**config.mk**
```make
export PLATFORM = sky130hd
export DESIGN_NAME = graph_path_exists
export DESIGN_NICKNAME = d
export VERILOG_FILES = /design/src/hdl/gpe_pkg.sv /design/src/hdl/graph_path_exists.sv /design/src/hdl/gpe_cell.sv /design/src/hdl/gpe_ctrl.sv
export SDC_FILE = /design/constraint.sdc
export NUM_CORES = 1
export LEC_CHECK = 0
export BUFFER_PORTS_ARGS = -buffer_cell sky130_fd_sc_hd__buf_2
export CAP_MARGIN = 40
export CORE_MARGIN = 1
export CORE_UTILIZATION = 41
export DETAILED_ROUTE_END_ITERATION = 6
export PLACE_DENSITY_LB_ADDON = 0.1
export SLEW_MARGIN = 20
export SYNTH_ARGS = -nofsm -noshare
export SYNTH_HDL_FRONTEND = slang
export SYNTH_SLANG_ARGS = --single-unit
```
**constraint.sdc**
```tcl
create_clock -name clk -period 4.7 [get_ports clk]
set_clock_uncertainty 0.05 [all_clocks]
set_input_delay 0.705 -clock clk [delete_from_list [all_inputs] [get_ports clk]]
set_output_delay 0.705 -clock clk [all_outputs]
set_load 0.01 [all_outputs]
```
**src/hdl/gpe_pkg.sv**
```systemverilog
package gpe_pkg;

  // Default number of vertices the matrix is built for.
  localparam int VERTICES_DEF = 16;

  // Field and register widths.
  localparam int VID_W = 4;
  localparam int CFG_W = 5;
  // Wide enough to hold any vertex count up to 127.
  localparam int CNT_W = 7;

  localparam logic [CFG_W-1:0] VCOUNT_RST = 5'd16;

  typedef enum logic {
    CMD_ADD   = 1'b0,
    CMD_QUERY = 1'b1
  } cmd_t;

  typedef struct packed {
    cmd_t             command;
    logic [VID_W-1:0] first_vertex;
    logic [VID_W-1:0] second_vertex;
  } in_item_t;

  typedef struct packed {
    logic path_exists;
    logic bad_vertex;
  } out_item_t;

  typedef enum logic [1:0] {
    ST_IDLE,
    ST_SEARCH,
    ST_DONE
  } state_t;

  // Commands from the controller to every cell of the chain.
  typedef struct packed {
    logic wr_edge;
    logic start;
    logic step;
  } cell_ctl_t;

endpackage

```
**src/hdl/graph_path_exists.sv**
```systemverilog
// Operation: an edge transaction is written into the matrix as it is taken and gives no result.
// A query is taken, then runs P expansion passes (P is at most VERTICES: one more than the
// farthest hop count from the source), then loads the output register once that register is free.
// Throughput: a query occupies the block until its result is loaded; edges go one per cycle while no query is running.
// An out-of-range query skips the passes and goes straight to loading its result.
// Reset (synchronous, rst_n low) clears the adjacency matrix and sets the vertex count to 16.
module graph_path_exists #(
  parameter int VERTICES = gpe_pkg::VERTICES_DEF
) (
  input  logic                           clk,
  input  logic                           rst_n,
  input  logic                           in_valid,
  output logic                           in_ready,
  input  gpe_pkg::in_item_t              in_data,
  output logic                           out_valid,
  input  logic                           out_ready,
  output gpe_pkg::out_item_t             out_data,
  input  logic                           cfg_wr_en,
  input  logic [gpe_pkg::CFG_W-1:0]      cfg_wr_data
);
  import gpe_pkg::*;

  logic [CFG_W-1:0]    vertex_count_r;
  logic [CNT_W-1:0]    live_cnt;
  logic                range_ok;
  logic [VERTICES-1:0] a_oh;
  logic [VERTICES-1:0] b_oh;
  logic [VERTICES-1:0] dst_oh;
  logic [VERTICES-1:0] live_vec;
  logic [VERTICES-1:0] reach_vec;
  logic [VERTICES:0]   grew_c;
  logic [VID_W-1:0]    dst_r;
  logic                hit;
  cell_ctl_t           ctl;

  always_ff @(posedge clk) begin
    if (!rst_n) begin
      vertex_count_r <= VCOUNT_RST;
    end else if (cfg_wr_en) begin
      vertex_count_r <= cfg_wr_data;
    end
  end

  // Destination of the running query.
  always_ff @(posedge clk) begin
    if (ctl.start) begin
      dst_r <= in_data.second_vertex;
    end
  end

  always_comb begin
    if (CNT_W'(vertex_count_r) >= CNT_W'(VERTICES)) begin
      live_cnt = CNT_W'(VERTICES);
    end else begin
      live_cnt = CNT_W'(vertex_count_r);
    end
    range_ok = (CNT_W'(in_data.first_vertex) < live_cnt) &&
               (CNT_W'(in_data.second_vertex) < live_cnt);
    for (int k = 0; k < VERTICES; k++) begin
      a_oh[k]   = (CNT_W'(in_data.first_vertex) == CNT_W'(k));
      b_oh[k]   = (CNT_W'(in_data.second_vertex) == CNT_W'(k));
      dst_oh[k] = (CNT_W'(dst_r) == CNT_W'(k));
    end
    hit = |(reach_vec & dst_oh);
  end

  assign grew_c[0] = 1'b0;

  for (genvar j = 0; j < VERTICES; j++) begin : g_cell
    assign live_vec[j] = (CNT_W'(j) < live_cnt);

    gpe_cell #(
      .VERTICES (VERTICES),
      .IDX      (j)
    ) u_cell (
      .clk      (clk),
      .rst_n    (rst_n),
      .ctl      (ctl),
      .live     (live_vec[j]),
      .a_oh     (a_oh),
      .b_oh     (b_oh),
      .reach    (reach_vec),
      .grew_in  (grew_c[j]),
      .reached  (reach_vec[j]),
      .grew_out (grew_c[j+1])
    );
  end

  gpe_ctrl #(
    .VERTICES (VERTICES)
  ) u_ctrl (
    .clk       (clk),
    .rst_n     (rst_n),
    .in_valid  (in_valid),
    .in_ready  (in_ready),
    .in_cmd    (in_data.command),
    .range_ok  (range_ok),
    .grew      (grew_c[VERTICES]),
    .hit       (hit),
    .ctl       (ctl),
    .out_valid (out_valid),
    .out_ready (out_ready),
    .out_data  (out_data)
  );

endmodule

```
**src/hdl/gpe_cell.sv**
```systemverilog
module gpe_cell #(
  parameter int VERTICES = gpe_pkg::VERTICES_DEF,
  parameter int IDX      = 0
) (
  input  logic                clk,
  input  logic                rst_n,
  input  gpe_pkg::cell_ctl_t  ctl,
  input  logic                live,
  input  logic [VERTICES-1:0] a_oh,
  input  logic [VERTICES-1:0] b_oh,
  input  logic [VERTICES-1:0] reach,
  input  logic                grew_in,
  output logic                reached,
  output logic                grew_out
);
  import gpe_pkg::*;

  logic [VERTICES-1:0] row_r;
  logic [VERTICES-1:0] row_nxt;
  logic                reached_r;
  logic                reached_nxt;

  // The matrix is symmetric, so this row is also this vertex's column: the
  // vertex, if live, joins the reached set when any reached vertex is a neighbor.
  always_comb begin
    row_nxt = row_r;
    if (ctl.wr_edge) begin
      if (a_oh[IDX]) begin
        row_nxt = row_nxt | b_oh;
      end
      if (b_oh[IDX]) begin
        row_nxt = row_nxt | a_oh;
      end
    end

    reached_nxt = reached_r;
    if (ctl.start) begin
      reached_nxt = a_oh[IDX];
    end else if (ctl.step) begin
      reached_nxt = reached_r | (live & (|(row_r & reach)));
    end
  end

  always_ff @(posedge clk) begin
    if (!rst_n) begin
      row_r     <= '0;
      reached_r <= 1'b0;
    end else begin
      row_r     <= row_nxt;
      reached_r <= reached_nxt;
    end
  end

  assign reached  = reached_r;
  assign grew_out = grew_in | (reached_nxt != reached_r);

endmodule

```
**src/hdl/gpe_ctrl.sv**
```systemverilog
module gpe_ctrl #(
  parameter int VERTICES = gpe_pkg::VERTICES_DEF
) (
  input  logic                clk,
  input  logic                rst_n,
  input  logic                in_valid,
  output logic                in_ready,
  input  gpe_pkg::cmd_t       in_cmd,
  input  logic                range_ok,
  input  logic                grew,
  input  logic                hit,
  output gpe_pkg::cell_ctl_t  ctl,
  output logic                out_valid,
  input  logic                out_ready,
  output gpe_pkg::out_item_t  out_data
);
  import gpe_pkg::*;

  localparam int PASS_W = $clog2(VERTICES + 1);

  state_t            state_r;
  state_t            state_nxt;
  logic [PASS_W-1:0] pass_r;
  logic [PASS_W-1:0] pass_nxt;
  logic              bad_r;
  logic              bad_nxt;
  logic              out_valid_r;
  logic              out_valid_nxt;
  out_item_t         out_data_r;
  out_item_t         out_data_nxt;
  logic              accept;

  always_comb begin
    in_ready = (state_r == ST_IDLE);
    accept   = in_valid && in_ready;

    ctl.wr_edge = accept && (in_cmd == CMD_ADD) && range_ok;
    ctl.start   = accept && (in_cmd == CMD_QUERY) && range_ok;
    ctl.step    = (state_r == ST_SEARCH);

    state_nxt     = state_r;
    pass_nxt      = pass_r;
    bad_nxt       = bad_r;
    out_data_nxt  = out_data_r;
    out_valid_nxt = out_valid_r && !out_ready;

    case (state_r)
      ST_IDLE: begin
        if (accept && (in_cmd == CMD_QUERY)) begin
          bad_nxt = !range_ok;
          if (range_ok) begin
            pass_nxt  = '0;
            state_nxt = ST_SEARCH;
          end else begin
            state_nxt = ST_DONE;
          end
        end
      end
      ST_SEARCH: begin
        // One expansion pass per cycle; stop once the set stops growing or the pass limit is reached.
        pass_nxt = pass_r + 1'b1;
        if (!grew || (pass_r == PASS_W'(VERTICES - 1))) begin
          state_nxt = ST_DONE;
        end
      end
      ST_DONE: begin
        if (!out_valid_r || out_ready) begin
          out_data_nxt.path_exists = hit && !bad_r;
          out_data_nxt.bad_vertex  = bad_r;
          out_valid_nxt            = 1'b1;
          state_nxt                = ST_IDLE;
        end
      end
      default: begin
        state_nxt = ST_IDLE;
      end
    endcase
  end

  always_ff @(posedge clk) begin
    if (!rst_n) begin
      state_r     <= ST_IDLE;
      pass_r      <= '0;
      bad_r       <= 1'b0;
      out_valid_r <= 1'b0;
    end else begin
      state_r     <= state_nxt;
      pass_r      <= pass_nxt;
      bad_r       <= bad_nxt;
      out_valid_r <= out_valid_nxt;
    end
  end

  always_ff @(posedge clk) begin
    out_data_r <= out_data_nxt;
  end

  assign out_valid = out_valid_r;
  assign out_data  = out_data_r;

  a_pass_bound: assert property (@(posedge clk) disable iff (!rst_n)
    (state_r == ST_SEARCH) |-> (pass_r < PASS_W'(VERTICES)))
    else $error("search ran past the pass limit");

  a_result_from_done: assert property (@(posedge clk) disable iff (!rst_n)
    $rose(out_valid_r) |-> ($past(state_r) == ST_DONE))
    else $error("result raised outside the done state");

  a_start_searches: assert property (@(posedge clk) disable iff (!rst_n)
    ctl.start |=> (state_r == ST_SEARCH))
    else $error("query started without a search");

  a_one_command: assert property (@(posedge clk) disable iff (!rst_n)
    !(ctl.wr_edge && ctl.start) && !(ctl.step && (ctl.wr_edge || ctl.start)))
    else $error("conflicting cell commands");

endmodule

```
Word level (Yosys, flattened, before mapping)
Index checks and enable logic that the tools add are counted.
{"block": "totals", "register_bits": 292, "input_bits": 19, "out_inout_bits": 4, "wordCells": 357}
{"block": "op_classes", "add_sub_neg": 1, "n_lt_le_gt_ge": 19, "n_eq_ne": 68, "n_mux": 91, "bitwise_logic": 97, "n_reduce_logical": 41}
{"cell": "two-way mux 16 bit", "n": 48}
{"cell": "bitwise OR 16 bit", "n": 32}
{"cell": "bitwise AND 16 bit", "n": 17}
{"cell": "OR reduction 16 bit", "n": 17}
{"cell": "equality test 4 bit, second input constant", "n": 24}
{"cell": "less-than comparator 4 x 7 -> 1 bit, first input constant", "n": 8}
{"cell": "equality test 4 x 3 -> 1 bit, second input constant", "n": 12}
{"cell": "two-way mux 1 bit", "n": 34}
{"cell": "bitwise OR 1 bit", "n": 31}
{"cell": "less-than comparator 3 x 7 -> 1 bit, first input constant", "n": 4}
{"cell": "equality test 4 x 2 -> 1 bit, second input constant", "n": 6}
{"cell": "bitwise AND 1 bit", "n": 16}
{"cell": "inequality test 1 bit", "n": 16}
{"cell": "two-way mux 5 bit", "n": 3}
{"cell": "less-than comparator 1 x 7 -> 1 bit, first input constant", "n": 2}
{"cell": "less-than comparator 2 x 7 -> 1 bit, first input constant", "n": 2}
{"cell": "less-than comparator 4 x 7 -> 1 bit", "n": 2}
{"cell": "equality test 4 x 1 -> 1 bit, second input constant", "n": 3}
{"cell": "zero test 4 bit", "n": 3}
{"cell": "one-hot mux 5 bit (2 select lines)", "n": 1}
{"cell": "logical AND 1 bit", "n": 8}
{"cell": "two-way mux 2 bit", "n": 4}
{"cell": "inequality test 2 x 1 -> 1 bit, second input constant", "n": 4}
{"cell": "one-hot mux 2 bit (3 select lines)", "n": 1}
{"cell": "other kinds (12)", "n": 19}

Longest topological paths before layout
Gate-level depths: netlist of the first run.
{"block": "logic_depth", "ltp_word": 27, "mapped_depth": 14, "ltp_nobuf": 10}

Cells and area by module
A second synthesis of the first run with hierarchy kept.
{"block": "unflattened", "hier_cells": 1352, "hier_area_um2": 14826.7}
{"module": "gpe_cell (g_cell[0].u_cell ...)", "instances": 8, "cells_per_inst": 73, "area_per_inst_um2": 842.1, "seq_area_each_um2": 340.3}
{"module": "gpe_cell (g_cell[10].u_cell ...)", "instances": 7, "cells_per_inst": 73, "area_per_inst_um2": 827.0, "seq_area_each_um2": 340.3}
{"module": "graph_path_exists", "instances": 1, "cells_per_inst": 114, "area_per_inst_um2": 935.9, "seq_area_each_um2": 220.2}
{"module": "gpe_cell (g_cell[2].u_cell)", "instances": 1, "cells_per_inst": 88, "area_per_inst_um2": 858.3, "seq_area_each_um2": 340.3}
{"module": "gpe_ctrl", "instances": 1, "cells_per_inst": 55, "area_per_inst_um2": 506.7, "seq_area_each_um2": 240.2}

Worst setup path after synthesis of the first run
OpenSTA, ideal clock, no wires.
{"block": "synth_path", "kind": "reg-to-reg", "startpoint": "register vertex_count_r[4]", "endpoint": "register g_cell[15].u_cell.row_r[10]", "setup_ns": 0.058, "arrival_time_ns": 2.780, "required_ns": 4.592, "slack_ns": 1.812, "path_stages_with_launch": 15, "path_buffers": 5, "synth_period_minus_slack_ns": 2.888, "path_cell_list": "dfxtp_1 clkbuf_1 clkbuf_1 nand2b_1 ha_1 a21o_1 a22oi_1 a32o_2 and2_1 buf_4 nand2_1 buf_6 buf_6 o32ai_2 a21o_1"}
{"block": "synth_between", "elab_chain_cells": 5, "elab_cells_between_ends": 6, "classes_between": "3 x order compare; 1 x mux; 2 x reduce/logical"}
{"item": "start: declaration", "line_no": "graph_path_exists.sv:23", "source": "logic [CFG_W-1:0] vertex_count_r;"}
{"item": "start signal: assignment", "line_no": "graph_path_exists.sv:40", "source": "vertex_count_r <= cfg_wr_data;"}
{"item": "greater-or-equal comparator 5 bit", "line_no": "graph_path_exists.sv:52", "source": "if (CNT_W'(vertex_count_r) >= CNT_W'(VERTICES)) begin"}
{"item": "two-way mux 5 bit (*)", "line_no": "graph_path_exists.sv:52"}
{"item": "less-than comparator 4 x 7 -> 1 bit (on tied branches)", "line_no": "graph_path_exists.sv:57, graph_path_exists.sv:58"}
{"item": "logical AND 1 bit (*)", "line_no": "graph_path_exists.sv:57", "source": "range_ok = (CNT_W'(in_data.first_vertex) < live_cnt) &&"}
{"item": "logical AND 1 bit (*)", "line_no": "gpe_ctrl.sv:37", "source": "ctl.wr_edge = accept && (in_cmd == CMD_ADD) && range_ok;"}
{"item": "end signal: assignment", "line_no": "gpe_cell.sv:49", "source": "row_r <= row_nxt;"}
{"item": "end: declaration", "line_no": "gpe_cell.sv:18", "source": "logic [VERTICES-1:0] row_r;"}
Every way passes the cells marked *; elsewhere a longest branch is shown, timed or not.
A chain may end at the register's enable or synchronous reset.

Final worst setup path of the first run
{"block": "layout_path", "startpoint": "register vertex_count_r[4]", "endpoint": "register g_cell[15].u_cell.row_r[7]"}
Same word-level chain as after synthesis.

==> qor.csv, run 1 <==
metric;value;unit
vias_per_cell;6.30;
worstMarginPinSlew;1.01;ns
ff_latch_area;5850;µm²
synth_nets;1541;
yosys-top-cells-area;dfxtp_1 (44%), nor2_1 (12%), a22oi_1 (6.1%), a21o_1 (3.4%), clkbuf_1 (3.3%);
p_per_area;388;nW/µm²
critPathMaxStageDelay;0.80;ns
synth-edff-count;6;
grt_max_degree;166;
ctsHoldBuffers;0;
grt_overflow;0;
drv_slew;0;
drcViolationCount;0;
synth_xor_area_share;0.274;%
maxCapViolations;0;
multi_input_area;6360;µm²
cts-resized-gates;0;
cts_buffer_depth;3;
cts_tree;yes;
yosys_warnings;0;
fin_tns_setup;0;ns
core;30700;µm²
yosys.area_share.simple;21.3;%
hp-class;input pin to flip-flop;
final_cell_mix;nor2_1 (415), dfxtp_1 (283), a22oi_1 (104), nand2_1 (65), a21o_1 (58);
placed_area;13400;µm²
cts.htree.levels;2;
ios;23;
synth-main-ff-cell;dfxtp_1;
grt_usage;32.9;%
die_x;179;µm
synth_seq_cells;289;
synthAdderAreaFrac;0.783;%
rsz0062_at_grt;no;
p_leak;0.00548;µW
antenna_found_initial;2;
relSlewSlack;32.6;%
status;complete, no violations;
rows;64;
die_area;31900;µm²
stdcell_area;14500;µm²
clock_latency;0.53;ns
synth_top_area_share;44.3;%
hold_viol_final;0;
netlist_instances;1514;
routed_wl;52.0;mm
crit_chain;nand2b_1, ha_1, a21o_1, a22oi_1, a32o_2, nand2_2, or2_2, o32ai_1, o21a_1;
place_inst;1860;
final_common_cell;nor2_1;
floorplan.initialDensity;41.7;%
synthArstFlopShare;0;%
fmax;0.277;GHz
critPathLaunchType;flip-flop;
fillers;3039;
netlist_area;12800;µm²
fin_nets;1530;
clk_pin_slew;0.06;ns
wire_per_inst;27.1;µm
synth_compound_area_share;25.8;%
worst_ep_arrival_time;4.02;ns
cts_root_buffer;clkbuf_16;
hold_ws;0.362;ns
drive_gt1_share;10.8;%
setup_violations;0;
postSynthAreaPerCell;8.44;µm²
grt_pass1_wl;75.6;mm
hpwlAfterDp;36.0;mm
final_cells;1920;
vdd_drop_max;0.000251;V
min_period;3.61;ns
area_delta_synth_final;13.2;%
crit_path_end_kind;flip-flop;
cts_setup_buffers;0;
ant_nets;0;
num_vias;12100;
crit_type;flip-flop to flip-flop;
cp.required;5.10;ns
grt_pass1_vias;11200;
antennaDiodeCount;0;
cts_buffers;34;
drt_iter0_drc;1364;
clkSinkCount;289;
cp_slowest_cell;dfxtp_1;
synth-seq-area-share;45.7;%
timing.final.crit_share;76.9;%
finalWeightedCongestion;0.968;
synth_top_area_cell;dfxtp_1;
synth_top_family_by_area;compound AO/OA/AOI/OAI gates;
port_buffers;22;
fp.dieH;179;µm
synth.area.mux_share;1.35;%
crit_fanout;28;
synth_cell_types;64;
drt-pass1-iter-count;6;
-- logic make-up after synthesis --
family	after synthesis
muxes	11
and+or+nand+nor	628
AOI/OAI and AO/OA	421
adders and majority gates	8
buffers and inverters	153
xor gates and xnor gates	4
DFF	289
-- worst max-delay path, delay by kind of cell, from the launching register on --
kind	cells	cell delay, ns
AOI/OAI and AO/OA	5	1.19
DFF	1	0.80
and+or+nand+nor	3	1.26
adders and majority gates	1	0.25
-- sequential cells by signal (all words and copies together) (netlist names), named ones only --
register	count
u_ctrl.bad_r	1
vertex_count_r	5
u_ctrl.pass_r	5
g_cell.u_cell.row_r	240
u_ctrl.out_valid	1
g_cell.u_cell.reached	16
u_ctrl.state_r	2
u_ctrl.out_data	2
dst_r	4
-- worst paths after layout --
path                               from                         end  slack (ns)  cells after the start
min                      cfg_wr_data[4]           vertex_count_r[4]        0.36                      3
max reg2reg           vertex_count_r[4]  g_cell[15].u_cell.row_r[7]        1.09                      9
max                   vertex_count_r[4]  g_cell[15].u_cell.row_r[7]        1.09                      9
min reg2reg  g_cell[11].u_cell.row_r[8]  g_cell[11].u_cell.row_r[8]        0.40                      2
-- stage by stage --
stage | power (µW) | setup WS (ns) | utilization, %
after floorplan | 2890 | 1.81 | -
after global placement | 3140 | 1.03 | 43.3
after detailed placement | 3150 | 0.997 | 43.8
after CTS | 5630 | 1.17 | 47.1
after global routing | 5780 | 0.964 | 47.2
final | 5620 | 1.09 | 47.2
-- layout make-up --
class | instances | area share [%]
Sequential cell | 289 | 40.4
Timing Repair Buffer | 89 | 4.69
Inverter | 17 | 0.475
Clock inverter | 5 | 0.320
Clock buffer | 52 | 6.76
Multi-Input combinational cell | 1072 | 43.9
Tap cell | 396 | 3.42
-- synth_stat cells (2+ instances only) --
library cell,instances
nand2b_1,14
o32ai_1,22
edfxtp_1,6
mux2i_1,6
inv_1,16
a22oi_1,104
a222oi_1,3
a2111oi_0,5
or4b_2,2
or4bb_1,2
mux4_2,5
o21a_1,31
dfxtp_1,283
o21ai_0,9
nand3_1,11
nand4_1,6
or3_1,3
ha_1,8
o31ai_1,3
and4_1,12
xor2_1,3
o22ai_1,22
nor3_1,50
buf_6,3
nand2_1,66
a2bb2oi_1,2
nor4_1,15
a22o_1,46
a221oi_1,46
nor2_1,417
buf_2,6
a211oi_1,18
o32ai_2,8
a21oi_1,12
clkbuf_1,113
a21o_1,58
a41oi_1,2
and3_1,6
or2_2,5
nor2b_1,8
buf_1,13
nor3b_1,2
a31oi_1,21
-- report_power, final --
part           total [µW]  switching, µW  internal, µW
clock network        2500           1060          1440
logic                 546            391           155
registers            2570           82.6          2490
total                5620           1540          4080
-- routing by layer --
layer  routed length (µm)  share of wire [%]  global-route usage (%)  up-vias
li1                     -                  -                       -     5474
met3                 4350                8.4                    6.42      139
met1                21800                 42                    43.2     5858
met2                23000                 44                    51.1      617
met5                    9              0.017                       0        -
met4                 2810                5.4                    16.5        2
No activity file was read; power rests on OpenSTA's default activity.
==> inputs of run 2 (changes only) <==
==> constraint.sdc (replaced) <==
create_clock -name clk -period 3.4 [get_ports clk]
set_clock_uncertainty 0.05 [all_clocks]
set_input_delay 0.51 -clock clk [delete_from_list [all_inputs] [get_ports clk]]
set_output_delay 0.51 -clock clk [all_outputs]
set_load 0.01 [all_outputs]
==> run 2 against run 1 <==
Net effect: critical path depth is 2 lower; global-route usage increased by 0.74 points; cell count is 2.0% higher; combinational power is 45% higher; wire length grew 1.7%; via count increased by 2.3%; sequential share of layout area fell by 1.2 points; worst hold slack worse by 0.19 ns; utilization grew 1.4 points; sequential power is 39% higher; clock power up 57%; worst setup slack got worse by 0.73 ns; critical endpoint is now u_ctrl.state_r[0].
==> qor.csv, run 2 (synthesis gave the netlist of run 1 again) <==
metric;value;unit
status;complete, no violations;
ctsHoldBuffers;0;
worstMarginPinSlew;0.912;ns
timing.final.crit_share;89.5;%
hold_viol_final;0;
largest_reg_flops;240;
grt_overflow;0;
routed_wl;52.9;mm
p_total;8280;µW
fin_nets;1565;
cts_buffer_depth;3;
drcViolationCount;0;
p_leak;0.00574;µW
cts-resized-gates;0;
regMostFlops;g_cell.u_cell.row_r;
setup_violations;0;
maxCapViolations;0;
vias_per_cell;6.31;
hp-class;input pin to flip-flop;
drive_gt1_share;13.2;%
cts_tree;yes;
num_vias;12400;
worst_ep_arrival_time;3.41;ns
grt_max_degree;85;
crit_type;flip-flop to flip-flop;
die_area;31900;µm²
core;30700;µm²
crit_chain;a22o_1, a221oi_1, and4_1, nor3_1, a2111oi_0, nand4b_1, o21a_1;
grt_pass1_wl;77.4;mm
die_x;179;µm
final_common_cell;nor2_1;
rows;64;
ant_nets;0;
relSlewSlack;39.1;%
clock_latency;0.53;ns
cts_setup_buffers;0;
grt_pass1_vias;11600;
min_period;3.04;ns
clkSinkCount;289;
fp.dieH;179;µm
hpwlAfterDp;37.0;mm
cts_root_buffer;clkbuf_16;
cp_slowest_cell;a2111oi_0;
path_buf_inv;0;
cts.htree.levels;2;
antenna_found_initial;2;
p_per_area;556;nW/µm²
cts_buffers;34;
crit_path_end_kind;flip-flop;
drv_slew;0;
floorplan.initialDensity;41.7;%
port_buffers;22;
ios;23;
vdd_drop_max;0.000289;V
final_cell_mix;nor2_1 (417), dfxtp_1 (283), a22oi_1 (104), buf_4 (98), nand2_1 (65);
drt_iter0_drc;1414;
clk_pin_slew;0.06;ns
critPathMaxStageDelay;0.59;ns
fmax;0.328;GHz
critPathLaunchType;flip-flop;
utilization;48.6;%
grt_usage;33.6;%
crit_family;compound AO/OA/AOI/OAI gates;
finalWeightedCongestion;0.995;
fin_tns_setup;0;ns
drt-pass1-iter-count;5;
wire_per_inst;27.0;µm
rsz0062_at_grt;no;
cp.required;3.77;ns
area_delta_synth_final;16.6;%
crit_fanout;8;
==> run 2: cell count changes in the layout (fill, tap and decap cells not counted), moves of 2 or more <==
cell,delta
nor2_1,+2
buf_6,-3
buf_4,+41
buf_8,-4
clkbuf_8,+4
buf_12,+2
clkbuf_16,+5
clkbuf_1,-4
nor2_2,-2
bufinv_16,+2
==> run 2: power breakdown <==
part | switching [µW] | internal [µW]
clock | 1490 | 2440
combinational | 547 | 242
sequential | 119 | 3440
==> run 2: worst min-delay path, stage by stage <==
cell and delay [ns]:
buf_2 0.07, mux2i_1 0.05, nand2_1 0.06
==> run 2: layer usage <==
metal	vias to the layer above	global-route usage, %	part of all wire, %
met3	146	6.46	9.3
met1	5980	45.1	42
li1	5545	-	-
met4	4	16.2	5.2
met5	-	0	0.051
met2	691	51.5	43
==> run 2: layout make-up <==
class / count / area (µm²)
clock inverters: 3 / 68.8
well taps: 396 / 495
repair buffers: 124 / 921
multi-input cells: 1072 / 6350
diodes: 1 / 2.50
flip-flops and latches: 289 / 5850
inverters: 17 / 68.8
clock buffers: 57 / 1140
fillers: 3004 / 15800
==> run 2: final timing paths <==
| path | slack, ns | end | from | depth (start not counted) |
|---|---|---|---|---|
| worst max-delay path | 0.36 | u_ctrl.state_r[0] | g_cell[3].u_cell.reached | 7 |
| worst min-delay path | 0.17 | vertex_count_r[4] | cfg_wr_data[4] | 3 |
| worst max register to register | 0.36 | u_ctrl.state_r[0] | g_cell[3].u_cell.reached | 7 |
| worst min register to register | 0.39 | g_cell[12].u_cell.row_r[9] | g_cell[12].u_cell.row_r[9] | 2 |
==> run 2: stage by stage <==
step	hold WS, ns	instances	area [µm²]	setup slack [ns]
floorplan	0.372	1514	12800	0.512
global placement	0.380	1896	13700	0.390
detailed placement	0.384	1896	13700	0.372
CTS	0.160	1956	14900	0.467
global route	0.174	1958	14900	0.271
finish	0.170	1959	14900	0.356
==> inputs of run 3 (changes only) <==
--- a/config.mk
+++ b/config.mk
@@ -8,9 +8,10 @@
 export BUFFER_PORTS_ARGS = -buffer_cell sky130_fd_sc_hd__buf_2
 export CAP_MARGIN = 40
 export CORE_MARGIN = 1
-export CORE_UTILIZATION = 41
+export CORE_UTILIZATION = 55
 export DETAILED_ROUTE_END_ITERATION = 6
 export PLACE_DENSITY_LB_ADDON = 0.1
+export RECOVER_POWER = 100
 export SLEW_MARGIN = 20
 export SYNTH_ARGS = -nofsm -noshare
 export SYNTH_HDL_FRONTEND = slang
==> constraint.sdc (replaced) <==
create_clock -name clk -period 3.7 [get_ports clk]
set_clock_uncertainty 0.05 [all_clocks]
set_input_delay 0.555 -clock clk [delete_from_list [all_inputs] [get_ports clk]]
set_output_delay 0.555 -clock clk [all_outputs]
set_load 0.01 [all_outputs]
==> run 3 against run 2 <==
Net effect: the flow now finishes with violations (capacitance limit, slew limit); design area shrank 4.2%; cell count is 7.1% lower; die area shrank 25%; critical path depth up 3; clock-buffer cell count down 8; sequential cell count unchanged; sequential power shrank 8.4%; critical path type unchanged; critical endpoint unchanged; largest cell class unchanged; highest routed layer is now met4.
==> qor.csv, run 3 (synthesis gave the netlist of run 1 again) <==
metric;value;unit
status;complete, but fails checks;
violations;capacitance limit, slew limit;
regMostFlops;g_cell.u_cell.row_r;
relSlewSlack;-14.0;%
cp.required;4.12;ns
crit_type;flip-flop to flip-flop;
hpwlAfterDp;33.4;mm
port_buffers;22;
grt_usage;40.7;%
fin_nets;1538;
die_area;23900;µm²
min_period;3.44;ns
area_delta_synth_final;11.7;%
grt_pass1_wl;72.0;mm
cts-resized-gates;0;
timing.final.crit_share;93.1;%
ios;23;
cts.htree.levels;1;
drt-pass1-iter-count;6;
ant_nets;0;
ctsHoldBuffers;0;
hp-class;input pin to flip-flop;
grt_max_degree;100;
rows;55;
crit_path_end_kind;flip-flop;
cts_buffer_depth;3;
critPathLaunchType;flip-flop;
largest_reg_flops;240;
grt_overflow;0;
fin_tns_setup;0;ns
antenna_found_initial;0;
final_common_cell;nor2_1;
worstMarginPinSlew;1.71;ns
utilization;62.9;%
fmax;0.290;GHz
die_x;154;µm
hold_viol_final;0;
cts_root_buffer;clkbuf_16;
fp.dieH;154;µm
cts_tree;yes;
clkSinkCount;289;
maxCapViolations;1;
fillers;2045;
num_vias;12300;
floorplan.initialDensity;56.3;%
crit_fanout;9;
drive_gt1_share;9.65;%
drv_slew;81;
setup_violations;0;
core;22700;µm²
routed_wl;48.4;mm
grt_pass1_vias;11400;
clock_latency;0.58;ns
vdd_drop_max;0.000343;V
p_leak;0.00546;µW
clk_pin_slew;0.07;ns
cts_buffers;31;
p_per_area;492;nW/µm²
rsz0062_at_grt;no;
final_cell_mix;nor2_1 (417), dfxtp_1 (283), a22oi_1 (104), nand2_1 (66), buf_4 (62);
drt_iter0_drc;1759;
worst_ep_arrival_time;3.86;ns
cts_setup_buffers;0;
wire_per_inst;26.6;µm
drcViolationCount;0;
vias_per_cell;6.74;
finalWeightedCongestion;1.03;
[run 3: changes by cell type in the layout (fill, tap and decap cells not counted), sizes merged]
cell      change
bufinv        -1
clkbuf        +9
clkinv        +3
buf          -41
clkinvlp      +1
[run 3: final timing paths]
| kind | end | startpoint | slack (ns) | cells after the start |
|---|---|---|---|---|
| worst max-delay path | u_ctrl.state_r[0] | g_cell[15].u_cell.reached | 0.26 | 10 |
| worst min register to register | g_cell[11].u_cell.row_r[9] | g_cell[11].u_cell.row_r[9] | 0.39 | 2 |
| worst min-delay path | vertex_count_r[4] | cfg_wr_data[4] | 0.16 | 3 |
| worst max register to register | u_ctrl.state_r[0] | g_cell[15].u_cell.reached | 0.26 | 10 |
[run 3: critical path, cell delays in order (launching register included)]
cell       delay, ns
dfxtp_1         0.47
clkbuf_1        0.35
a22o_1          0.32
a221oi_1        0.76
and4_1          0.32
nor4_1          0.06
clkbuf_1        0.17
a2111oi_0       0.35
buf_4           0.20
nand4b_1        0.09
o21a_1          0.20
[run 3: layout make-up]
type / instances / area, µm² / share of cell area, %
clock buffer: 49 / 933 / 6.54
inverter: 17 / 68.8 / 0.482
multi-input combinational: 1072 / 6270 / 44.0
timing repair buffer: 100 / 717 / 5.02
sequential: 289 / 5850 / 41.0
clock inverter: 6 / 76.3 / 0.535
antenna: 1 / 2.50 / 0.0175
tap: 285 / 357 / 2.50
[run 3: layer usage]
layer | part of all wire (%) | track usage [%] | vias to the layer above
met1 | 39 | 52.5 | 5800
met4 | 6.6 | 24.8 | 0
li1 | - | - | 5497
met2 | 43 | 61.9 | 777
met5 | 0 | 0 | -
met3 | 12 | 9.61 | 184
[run 3: metrics by stage]
stage | total power, µW | cell area, µm² | setup slack (ns) | hold slack [ns] | instances
2_1_floorplan | 3680 | 12800 | 0.812 | 0.372 | 1514
3_3_place_gp | 3980 | 13300 | 0.672 | 0.381 | 1756
3_5_place_dp | 4000 | 13400 | 0.636 | 0.387 | 1761
4_1_cts | 7010 | 14400 | 0.737 | 0.156 | 1816
5_1_grt | 7200 | 14300 | 0.237 | 0.173 | 1818
6_report | 7020 | 14300 | 0.257 | 0.161 | 1819
[run 3: power by group]
part / leakage [µW] / switching (µW) / internal, µW
Sequential: 0.00234 / 98.6 / 3160
Combinational: 0.00263 / 491 / 199
Clock: 0.000493 / 1280 / 1790
Total: 0.00546 / 1870 / 5150
